**config.mk**
```make
export PLATFORM = sky130hd
export DESIGN_NAME = trial_division_factorizer_core_flat
export DESIGN_NICKNAME = d
export VERILOG_FILES = /design/src/hw/rtl/tdf_pkg.sv /design/src/hw/rtl/tdf_in_if.sv /design/src/hw/rtl/tdf_out_if.sv /design/src/hw/rtl/tdf_div.sv /design/src/hw/rtl/trial_division_factorizer_core.sv /design/src/flat_wrapper.sv
export SDC_FILE = /design/constraint.sdc
export NUM_CORES = 1
export LEC_CHECK = 0
export BUFFER_PORTS_ARGS = -buffer_cell sky130_fd_sc_hd__buf_2
export CORE_UTILIZATION = 60
export CTS_BUF_LIST = sky130_fd_sc_hd__clkbuf_16
export CTS_CLUSTER_DIAMETER = 150
export DETAILED_ROUTE_END_ITERATION = 10
export PLACE_DENSITY = 0.8
export SLEW_MARGIN = 40
export SYNTH_ARGS = -nofsm -noshare
export SYNTH_HDL_FRONTEND = slang
export SYNTH_SLANG_ARGS = --single-unit
```
**constraint.sdc**
```tcl
create_clock -name clk_i -period 6.8 [get_ports clk_i]
set_clock_uncertainty 0.05 [all_clocks]
set_input_delay 0.68 -clock clk_i [delete_from_list [all_inputs] [get_ports clk_i]]
set_output_delay 0.68 -clock clk_i [all_outputs]
set_load 0.01 [all_outputs]
```
**src/hw/rtl/tdf_pkg.sv**
```systemverilog
// Shared constants for the trial-division factoriser.
package tdf_pkg;

  localparam int unsigned VALUE_BITS     = 32;
  localparam int unsigned MAX_VALUE_BITS = 64;
  localparam int unsigned FIELD_BITS     = 32;
  localparam int unsigned FIRST_DIVISOR  = 2;

endpackage

```
**src/hw/rtl/tdf_in_if.sv**
```systemverilog
// Input channel: one number to factor per transaction.
interface tdf_in_if;

  logic                             valid;
  logic                             ready;
  logic [tdf_pkg::FIELD_BITS-1:0] value;

  modport source (output valid, output value, input ready);
  modport sink   (input valid, input value, output ready);

endinterface

```
**src/hw/rtl/tdf_out_if.sv**
```systemverilog
// Output channel: one prime factor per transaction.
interface tdf_out_if;

  logic                             valid;
  logic                             ready;
  logic [tdf_pkg::FIELD_BITS-1:0] factor;
  logic                             last;
  logic                             too_small;

  modport source (output valid, output factor, output last, output too_small, input ready);
  modport sink   (input valid, input factor, input last, input too_small, output ready);

endinterface

```
**src/hw/rtl/tdf_div.sv**
```systemverilog
// Bit-serial restoring divider shared by every trial of the factoriser.
module tdf_div #(
  parameter int unsigned ValueBits = tdf_pkg::VALUE_BITS,
  parameter int unsigned DivBits   = (ValueBits + 1) / 2 + 1
) (
  input  logic                 clk_i,
  input  logic                 rst_ni,
  input  logic                 start_i,
  input  logic [ValueBits-1:0] dividend_i,
  input  logic [DivBits-1:0]   divisor_i,
  output logic                 done_o,
  output logic [ValueBits-1:0] quotient_o,
  output logic [DivBits-1:0]   remainder_o
);

  localparam int unsigned CntBits = $clog2(ValueBits + 1);

  logic                 busy_q, busy_d;
  logic                 done_q, done_d;
  logic [CntBits-1:0]   cnt_q, cnt_d;
  logic [ValueBits-1:0] quo_q, quo_d;
  logic [DivBits-1:0]   rem_q, rem_d;
  logic [DivBits-1:0]   dsr_q, dsr_d;
  logic [DivBits:0]     shifted;
  logic                 fits;

  assign shifted = {rem_q, quo_q[ValueBits-1]};
  assign fits    = shifted >= {1'b0, dsr_q};

  always_comb begin
    busy_d = busy_q;
    done_d = 1'b0;
    cnt_d  = cnt_q;
    quo_d  = quo_q;
    rem_d  = rem_q;
    dsr_d  = dsr_q;
    if (start_i) begin
      busy_d = 1'b1;
      cnt_d  = CntBits'(ValueBits);
      quo_d  = dividend_i;
      rem_d  = '0;
      dsr_d  = divisor_i;
    end else if (busy_q) begin
      quo_d = {quo_q[ValueBits-2:0], fits};
      rem_d = fits ? DivBits'(shifted - {1'b0, dsr_q}) : DivBits'(shifted);
      cnt_d = cnt_q - CntBits'(1);
      if (cnt_q == CntBits'(1)) begin
        busy_d = 1'b0;
        done_d = 1'b1;
      end
    end
  end

  always_ff @(posedge clk_i or negedge rst_ni) begin
    if (!rst_ni) begin
      busy_q <= 1'b0;
      done_q <= 1'b0;
      cnt_q  <= '0;
    end else begin
      busy_q <= busy_d;
      done_q <= done_d;
      cnt_q  <= cnt_d;
    end
  end

  always_ff @(posedge clk_i) begin
    quo_q <= quo_d;
    rem_q <= rem_d;
    dsr_q <= dsr_d;
  end

  assign done_o      = done_q;
  assign quotient_o  = quo_q;
  assign remainder_o = rem_q;

endmodule

```
**src/hw/rtl/trial_division_factorizer_core.sv**
```systemverilog
// Top level of the trial-division factoriser: sequencer, divider and result register.
// Accepts one number, then emits its prime factors in ascending order, repeats
// included, one transaction each, the final one flagged with last; a number below 2
// yields a single transaction with too_small set and factor 0. Each trial division
// costs one pass of the bit-serial divider, so a divisor that divides k times costs
// at most k + 1 passes; each emitted factor adds a stay in the push state, longer
// while the output is stalled. The divider gives quotient and remainder together, so
// one pass settles both the divisibility test and the square-root bound.
// The input is ready again once the final transaction has entered the output register.
module trial_division_factorizer_core #(
  parameter int unsigned ValueBits = tdf_pkg::VALUE_BITS
) (
  input  logic             clk_i,
  input  logic             rst_ni,
  tdf_in_if.sink           in_i,
  tdf_out_if.source        out_o
);

  localparam int unsigned DivBits   = (ValueBits + 1) / 2 + 1;
  localparam int unsigned WideBits  = tdf_pkg::MAX_VALUE_BITS;
  localparam int unsigned FieldBits = tdf_pkg::FIELD_BITS;

  typedef enum logic [1:0] {
    S_IDLE,
    S_DIV,
    S_PUSH
  } state_e;

  state_e               state_q, state_d;
  logic [ValueBits-1:0] rem_q, rem_d;
  logic [DivBits-1:0]   dvs_q, dvs_d;
  logic [ValueBits-1:0] pend_factor_q, pend_factor_d;
  logic                 pend_last_q, pend_last_d;
  logic                 pend_small_q, pend_small_d;
  logic                 out_valid_q, out_valid_d;
  logic [FieldBits-1:0] out_factor_q;
  logic                 out_last_q;
  logic                 out_small_q;
  logic [ValueBits-1:0] in_value;
  logic [WideBits-1:0]  pend_wide;
  logic                 div_start;
  logic                 div_done;
  logic [ValueBits-1:0] div_quo;
  logic [DivBits-1:0]   div_rem;
  logic                 out_load;

  assign in_value  = ValueBits'(in_i.value);
  assign pend_wide = WideBits'(pend_factor_q);
  assign out_load  = (state_q == S_PUSH) && (!out_valid_q || out_o.ready);

  tdf_div #(
    .ValueBits (ValueBits),
    .DivBits   (DivBits)
  ) u_div (
    .clk_i       (clk_i),
    .rst_ni      (rst_ni),
    .start_i     (div_start),
    .dividend_i  (rem_d),
    .divisor_i   (dvs_d),
    .done_o      (div_done),
    .quotient_o  (div_quo),
    .remainder_o (div_rem)
  );

  always_comb begin
    state_d       = state_q;
    rem_d         = rem_q;
    dvs_d         = dvs_q;
    pend_factor_d = pend_factor_q;
    pend_last_d   = pend_last_q;
    pend_small_d  = pend_small_q;
    div_start     = 1'b0;
    unique case (state_q)
      S_IDLE: begin
        if (in_i.valid) begin
          if (in_value < ValueBits'(tdf_pkg::FIRST_DIVISOR)) begin
            pend_factor_d = '0;
            pend_last_d   = 1'b1;
            pend_small_d  = 1'b1;
            state_d       = S_PUSH;
          end else begin
            rem_d     = in_value;
            dvs_d     = DivBits'(tdf_pkg::FIRST_DIVISOR);
            div_start = 1'b1;
            state_d   = S_DIV;
          end
        end
      end
      S_DIV: begin
        if (div_done) begin
          pend_small_d = 1'b0;
          if (ValueBits'(dvs_q) > div_quo) begin
            // bound passed: what is left is prime
            pend_factor_d = rem_q;
            pend_last_d   = 1'b1;
            state_d       = S_PUSH;
          end else if (div_rem == '0) begin
            pend_factor_d = ValueBits'(dvs_q);
            pend_last_d   = 1'b0;
            rem_d         = div_quo;
            state_d       = S_PUSH;
          end else begin
            dvs_d     = dvs_q + DivBits'(1);
            div_start = 1'b1;
          end
        end
      end
      S_PUSH: begin
        if (out_load) begin
          if (pend_last_q) begin
            state_d = S_IDLE;
          end else begin
            div_start = 1'b1;
            state_d   = S_DIV;
          end
        end
      end
      default: state_d = S_IDLE;
    endcase
  end

  assign out_valid_d = out_load || (out_valid_q && !out_o.ready);

  always_ff @(posedge clk_i or negedge rst_ni) begin
    if (!rst_ni) begin
      state_q     <= S_IDLE;
      out_valid_q <= 1'b0;
    end else begin
      state_q     <= state_d;
      out_valid_q <= out_valid_d;
    end
  end

  always_ff @(posedge clk_i) begin
    rem_q         <= rem_d;
    dvs_q         <= dvs_d;
    pend_factor_q <= pend_factor_d;
    pend_last_q   <= pend_last_d;
    pend_small_q  <= pend_small_d;
    if (out_load) begin
      out_factor_q <= pend_wide[FieldBits-1:0];
      out_last_q   <= pend_last_q;
      out_small_q  <= pend_small_q;
    end
  end

  assign in_i.ready      = (state_q == S_IDLE);
  assign out_o.valid     = out_valid_q;
  assign out_o.factor    = out_factor_q;
  assign out_o.last      = out_last_q;
  assign out_o.too_small = out_small_q;

endmodule

```
**src/flat_wrapper.sv**
```systemverilog
// flat-port wrapper written by rule: the top's interface ports become plain ports
module trial_division_factorizer_core_flat 
#(
  parameter int unsigned ValueBits = tdf_pkg::VALUE_BITS
)
  (clk_i, rst_ni, in_i_valid, in_i_value, in_i_ready, out_o_valid, out_o_factor, out_o_last, out_o_too_small, out_o_ready);
  tdf_in_if in_i_i ();
  tdf_out_if out_o_i ();
  input  logic clk_i;
  input  logic rst_ni;
  input wire logic [$bits(in_i_i.valid)-1:0] in_i_valid;
  input wire logic [$bits(in_i_i.value)-1:0] in_i_value;
  output wire logic [$bits(in_i_i.ready)-1:0] in_i_ready;
  output wire logic [$bits(out_o_i.valid)-1:0] out_o_valid;
  output wire logic [$bits(out_o_i.factor)-1:0] out_o_factor;
  output wire logic [$bits(out_o_i.last)-1:0] out_o_last;
  output wire logic [$bits(out_o_i.too_small)-1:0] out_o_too_small;
  input wire logic [$bits(out_o_i.ready)-1:0] out_o_ready;
  assign in_i_i.valid = in_i_valid;
  assign in_i_i.value = in_i_value;
  assign in_i_ready = in_i_i.ready;
  assign out_o_valid = out_o_i.valid;
  assign out_o_factor = out_o_i.factor;
  assign out_o_last = out_o_i.last;
  assign out_o_too_small = out_o_i.too_small;
  assign out_o_i.ready = out_o_ready;
  trial_division_factorizer_core #(.ValueBits(ValueBits)) u_core (.clk_i(clk_i), .rst_ni(rst_ni), .in_i(in_i_i), .out_o(out_o_i));
endmodule
```
Word-level counts from Yosys, hierarchy flattened
Index checks and enable logic that the tools add are counted.

word-level totals
  flip-flop bits (word level) = 194
  bits in latches = 0
  memory bits (writable) = 0
  bits in read-only memories = 0
  input bits = 36
  output and inout port bits = 36
  word-level logic and storage cells = 96
  memories kept = 0

operators by class
  add/subtract/negate cells = 3
  $mul = 0
  divide/modulo/power cells = 0
  $lt $le $gt $ge = 3
  eq/ne operators = 8
  shift operators = 0
  multiplexer cells = 53
  bitwise logic cells = 0
  reductions and logical operators = 13

operator list
  cell                                                         count
  two-way mux 32 bit                                           12
  case mux 32 bit (2 select lines)                             2
  two-way mux 17 bit                                           6
  case mux 17 bit (2 select lines)                             1
  greater-than comparator 17 x 32 -> 1 bit                     1
  less-than comparator 32 x 2 -> 1 bit, second input constant  1
  two-way mux 1 bit                                            20
  >= comparator 18 x 17 -> 1 bit                               1
  adder 17 x 1 -> 17 bit, second input constant                1
  zero test 17 bit                                             1
  subtractor 17 bit                                            1
  two-way mux 2 bit                                            6
  two-way mux 6 bit                                            2
  AND reduction 4 bit                                          2
  == test 6 x 1 -> 1 bit, second input constant                1
  case mux 2 bit (3 select lines)                              1
  subtractor 6 x 1 -> 6 bit, second input constant             1
  AND reduction 5 bit                                          1
  != test 2 x 1 -> 1 bit, second input constant                2
  != test 2 bit, second input constant                         2
  case mux 1 bit (2 select lines)                              2
  nonzero test 2 bit                                           2
  != test 3 x 1 -> 1 bit, second input constant                1
  case mux 1 bit (3 select lines)                              1
  6 further kinds                                              9

Longest topological paths before layout
  word-level depth = 6
  gate-level depth with buffers = 11
  gate-level depth less buffers = 10

Modules after synthesis
From an unflattened synthesis, not the netlist that was laid out.

second synthesis, totals
  cells, all modules = 858
  area, all modules = 9,649.3 um^2

by module, submodules not included
  module                          instances  cells each  area an instance (um^2)  seq. area each (um^2)
  trial_division_factorizer_core  1          501         5,659.2                  3,098.0
  tdf_div                         1          357         3,990.1                  2,011.9

Worst setup path after synthesis
Ideal clock, no wire load.

  kind = register to register
  start point = register u_core.u_div.quo_q[14], in the netlist u_core.u_div.quotient_o[14]
  end point = register u_core.u_div.quo_q[0], in the netlist u_core.u_div.quotient_o[0], enable pin
  setup time = 394 ps
  arrival time = 3,077 ps
  data required time = 6,356 ps
  slack = 3,279 ps
  stages on the path, launching flop included = 11
  buffers on the path = 2
  clock period less this slack = 3,521 ps
  cells stage by stage = edfxtp_1 inv_1 ha_1 a21oi_1 nand2_1 a2111o_1 o31ai_2 a21o_1 buf_2 clkbuf_1 nand2b_1

between the ends
  cells in the longest elaborated chain, start to end = 5

ends and longest elaborated chain
  element                                   RTL line                              RTL
  start: declaration                        tdf_div.sv:21                         logic [ValueBits-1:0] quo_q, quo_d;
  start signal: assignment                  tdf_div.sv:67                         quo_q <= quo_d;
  greater-than comparator 17 x 32 -> 1 bit  trial_division_factorizer_core.sv:92  if (ValueBits'(dvs_q) > div_quo) begin
  two-way mux 1 bit                         trial_division_factorizer_core.sv:92
  two-way mux 1 bit                         trial_division_factorizer_core.sv:90  if (div_done) begin
  case mux 1 bit (3 select lines)           trial_division_factorizer_core.sv:73  unique case (state_q)
  nonzero test 2 bit (no source line)       --

Every way passes these cells.
A chain may end at the register's enable or synchronous reset.

Worst setup path after layout
  start point = register u_core.state_q[0]
  end point = register u_core.u_div.quo_q[16], in the netlist u_core.u_div.quotient_o[16], enable pin

between the ends
  cells in the longest elaborated chain, start to end = 5
  elaborated cells between the ends (all ways) = 7
  those cells by class = eq/ne (2); mux (2); reduce/logical (3)

ends and longest elaborated chain
  element                                RTL line                                                                    RTL
  start: declaration                     trial_division_factorizer_core.sv:29                                        state_e state_q, state_d;
  start signal: assignment               trial_division_factorizer_core.sv:129                                       state_q <= state_d;
  == test 2 bit                          trial_division_factorizer_core.sv:49, trial_division_factorizer_core.sv:73
  logical AND 1 bit                      trial_division_factorizer_core.sv:49                                        assign out_load = (state_q == S_PUSH) && (!out_valid_q || out_o.ready);
  two-way mux 1 bit                      trial_division_factorizer_core.sv:109                                       if (out_load) begin
  case mux 1 bit (3 select lines) *      trial_division_factorizer_core.sv:73
  nonzero test 2 bit (no source line) *  --

Every way passes the cells marked *; elsewhere a longest branch is shown, timed or not.

==> run_summary.xml <==
<?xml version="1.0" encoding="UTF-8"?>
<metrics>
  <group name="run_status">
    <metric name="outcome" unit="">completed</metric>
  </group>
  <group name="synthesis">
    <metric name="synthesized_area_per_cell" unit="um^2">11.16</metric>
    <metric name="synth_instances" unit="">859</metric>
    <metric name="ys_ff_latch" unit="">194</metric>
    <metric name="synth_top_cells_by_area" unit="">edfxtp_1, dfxtp_1, ha_1, mux2_2, mux2i_1</metric>
    <metric name="synth.cell_area" unit="mm^2">0.009584</metric>
    <metric name="yosysTopAreaCell" unit="">edfxtp_1</metric>
    <metric name="yosysSeqAreaShare" unit="">0.5332</metric>
    <metric name="synthDistinctLibCells" unit="">66</metric>
    <metric name="yosys-top-cells-count" unit="">edfxtp_1, nand2_1, dfxtp_1</metric>
    <metric name="synth_async_sr_flop_share" unit="">0.05670</metric>
    <metric name="synth_top_area_frac" unit="">0.3666</metric>
    <metric name="synth_enable_flop_cells" unit="">117</metric>
    <metric name="synthesis.yosys.warnings" unit="">0</metric>
    <metric name="synth.most_common_cell" unit="">edfxtp_1</metric>
    <metric name="dominantRegCellSynth" unit="">edfxtp_1</metric>
    <metric name="postSynthNetCount" unit="">933</metric>
  </group>
  <group name="placement">
    <metric name="portBuffers" unit="">71</metric>
    <metric name="gpl.final_weighted_congestion" unit="">0.8783</metric>
    <metric name="detailed_placement_wirelength_estimate" unit="mm">14.53</metric>
    <metric name="placedInstanceArea" unit="mm^2">0.01005</metric>
  </group>
  <group name="clock_network">
    <metric name="cts_max_path_buffers" unit="">2</metric>
    <metric name="worstSkewPairLatency" unit="ns">0.44</metric>
    <metric name="cts.hold.buffers_added" unit="">0</metric>
    <metric name="clkSlewWorstSetupHoldPaths" unit="ns">0.08</metric>
    <metric name="cts_buffers" unit="">17</metric>
    <metric name="quantity_of_gates_resized_following_cts" unit="">0</metric>
    <metric name="clock-root-buffer" unit="">clkbuf_16</metric>
    <metric name="cts_setup_buffers" unit="">0</metric>
    <metric name="htree_levels" unit="">4</metric>
    <metric name="cts.sinks" unit="">194</metric>
    <metric name="tritoncts" unit="">done</metric>
  </group>
  <group name="cells_and_area">
    <metric name="post-route-util" unit="">0.6966</metric>
    <metric name="layout-area-overhead-vs-synth" unit="%">11.72</metric>
    <metric name="fill_cells" unit="">1111</metric>
    <metric name="postLayoutCellArea" unit="mm^2">0.01071</metric>
    <metric name="fin_nets" unit="">983</metric>
    <metric name="drive_gt1_frac" unit="">0.2148</metric>
    <metric name="n_antenna_cell" unit="">0</metric>
  </group>
  <group name="drt">
    <metric name="detail_route.drc_violations" unit="">0</metric>
    <metric name="dr_total_vias" unit="">6954</metric>
    <metric name="drt_wl_total" unit="mm">20.70</metric>
    <metric name="detail_route.first_pass.iterations" unit="">5</metric>
    <metric name="drt-initial-drc-count" unit="">624</metric>
    <metric name="via_per_inst" unit="">6.138</metric>
    <metric name="wl_per_cell" unit="um">18.27</metric>
    <metric name="detail-route-antenna-nets" unit="">0</metric>
  </group>
  <group name="floorplanning">
    <metric name="die_span_y" unit="um">128.4</metric>
    <metric name="die_width" unit="um">128.4</metric>
    <metric name="design.die.area" unit="mm^2">0.01648</metric>
    <metric name="core_area" unit="mm^2">0.01537</metric>
    <metric name="fp-row-count" unit="">45</metric>
    <metric name="top_level_ports" unit="">72</metric>
    <metric name="initial_utilization" unit="">0.6235</metric>
  </group>
  <group name="global_route">
    <metric name="overall_global_routing_resource_usage" unit="">0.2643</metric>
    <metric name="number_of_global_route_vias_before_repair" unit="">6437</metric>
    <metric name="gr-total-overflow" unit="">0</metric>
    <metric name="grt_antenna_before_repair" unit="">0</metric>
    <metric name="wire_length_of_the_first_global_routing_pass" unit="mm">33.26</metric>
    <metric name="grt_start_max_net_pins" unit="">66</metric>
  </group>
  <group name="timing">
    <metric name="setup_repair_after_global_routing_missed_its_margin" unit="">no</metric>
    <metric name="layout_worst_path_cycle_share" unit="">0.5834</metric>
    <metric name="totalNegativeSetupSlack" unit="ns">0</metric>
    <metric name="setup_viol" unit="">0</metric>
    <metric name="slew_violations" unit="">0</metric>
    <metric name="worst-slew-pin-transition" unit="ns">0.8203</metric>
    <metric name="fmax" unit="GHz">0.2521</metric>
    <metric name="maxSlewHeadroom" unit="">0.4454</metric>
    <metric name="timing_hold_violations_final" unit="">0</metric>
    <metric name="final.min_clock_period" unit="ns">3.967</metric>
  </group>
  <group name="setup_path">
    <metric name="crit_buf_inv" unit="">3</metric>
    <metric name="worstSetupEndpointType" unit="">flop</metric>
    <metric name="crit_path_cell_trace" unit="">buf_4 &gt; nor2b_2 &gt; inv_1 &gt; nor3_1 &gt; a21o_2 &gt; nand2b_1 &gt; buf_4</metric>
    <metric name="critPathMaxFanout" unit="">41</metric>
    <metric name="worst_ep_required_time" unit="ns">6.84</metric>
    <metric name="worst_path_largest_cell_delay" unit="ns">0.74</metric>
    <metric name="path_common_cell" unit="">buf_4</metric>
    <metric name="worst_path_max_delay_cell" unit="">a21o_2</metric>
    <metric name="crit_type" unit="">reg2reg</metric>
    <metric name="path_delay_family" unit="">buffers and inverters</metric>
    <metric name="worstSetupStartpointType" unit="">flop</metric>
    <metric name="arrival" unit="ns">4.00</metric>
  </group>
  <group name="hold_path">
    <metric name="worst_hold_path_type" unit="">in2async</metric>
  </group>
  <group name="power_and_ir_drop">
    <metric name="power-per-cell-area" unit="mW/mm^2">413.9</metric>
    <metric name="maximum_vdd_drop" unit="V">0.0002234</metric>
    <metric name="power.static_leakage" unit="nW">4.240</metric>
  </group>
  <group name="job">
    <metric name="maxCapViolCount" unit="">0</metric>
  </group>
</metrics>
==> registers in the layout, indices dropped and copies added, names as in the netlist, 2 cells and up <==
name and flops:
u_core.u_div.remainder_o 17, u_core.u_div.cnt_q 6, u_core.rem_q 32, u_core.out_o.factor 32, u_core.u_div.dsr_q 17, u_core.dvs_q 17
u_core.state_q 2, u_core.pend_factor_q 32, u_core.u_div.quotient_o 32
==> kinds of logic after synthesis <==
| family | after synthesis | synth area share |
|---|---|---|
| simple gates | 285 | 0.1585 |
| mux | 71 | 0.07859 |
| xor+xnor | 13 | 0.01188 |
| compound gates | 164 | 0.1256 |
| flops | 194 | 0.5332 |
| buf+inv | 94 | 0.04191 |
| fa+ha+maj | 38 | 0.05039 |
==> metrics by stage <==
step | hold slack (ns) | total power, W | std cells | setup slack [ns]
detailed placement | 0.3545 | 0.003359 | 1101 | 2.628
CTS | 0.05780 | 0.004416 | 1133 | 2.516
floorplan | 0.3344 | 0.002986 | 859 | 3.279
finish | 0.05690 | 0.004432 | 1133 | 2.833
global route | 0.05965 | 0.004683 | 1133 | 2.577
global placement | 0.3503 | 0.003295 | 1101 | 2.680
==> layout by cell type (no fill, tap or decap), types with 16 or more instances in the layout <==
cell         n
a221o_1     32
dfxtp_1     66
mux2_2      34
nand2_1     78
and3_1      19
a21oi_1     50
nor4_1      16
buf_2       71
nor2_1      59
edfxtp_1   117
clkbuf_16   17
nand3_1     18
mux2i_1     37
ha_1        37
or3b_2      33
inv_1       45
==> final timing paths <==
kind,from,endpoint,slack [ns],cells after the start
min in group clk_i,u_core.pend_factor_q[13]$_SDFFCE_PN0P_,u_core.out_o.factor[13]$_DFFE_PP_,0.37,0
worst max register to register,u_core.state_q[0]$_DFFE_PN0P_,u_core.u_div.quotient_o[16]$_DFFE_PP_,2.83,7
worst min register to register,u_core.pend_factor_q[13]$_SDFFCE_PN0P_,u_core.out_o.factor[13]$_DFFE_PP_,0.37,0
worst min-delay path,rst_ni,u_core.state_q[0]$_DFFE_PN0P_,0.06,1
max in group asynchronous,rst_ni,u_core.state_q[1]$_DFFE_PN0P_,6.41,1
worst max-delay path,u_core.state_q[0]$_DFFE_PN0P_,u_core.u_div.quotient_o[16]$_DFFE_PP_,2.83,7
==> metal layers <==
layer,vias to the layer above,wire length (um),global-route usage
li1,3318,-,-
met1,3357,9159,0.3660
met2,246,9617,0.4156
met3,31,1515,0.05613
met4,2,367,0.08512
met5,-,45,0.02059
==> report_power, final <==
part / switching, W / internal [W]
sequential: 0.000284 / 0.00161
clock: 0.000507 / 0.000545
combinational: 0.000800 / 0.000682
==> final cells by class <==
cell class	instances	area [um^2]	area share
clock buffers	17	425.4	0.03973
clock inverters	15	225.2	0.02103
inverters	46	172.7	0.01613
multi-input cells	571	4094	0.3823
flip-flops and latches	194	5111	0.4773
well taps	211	264.0	0.02466
repair buffers	79	415.4	0.03879
Note: power is estimated with default switching activity, not from simulation.
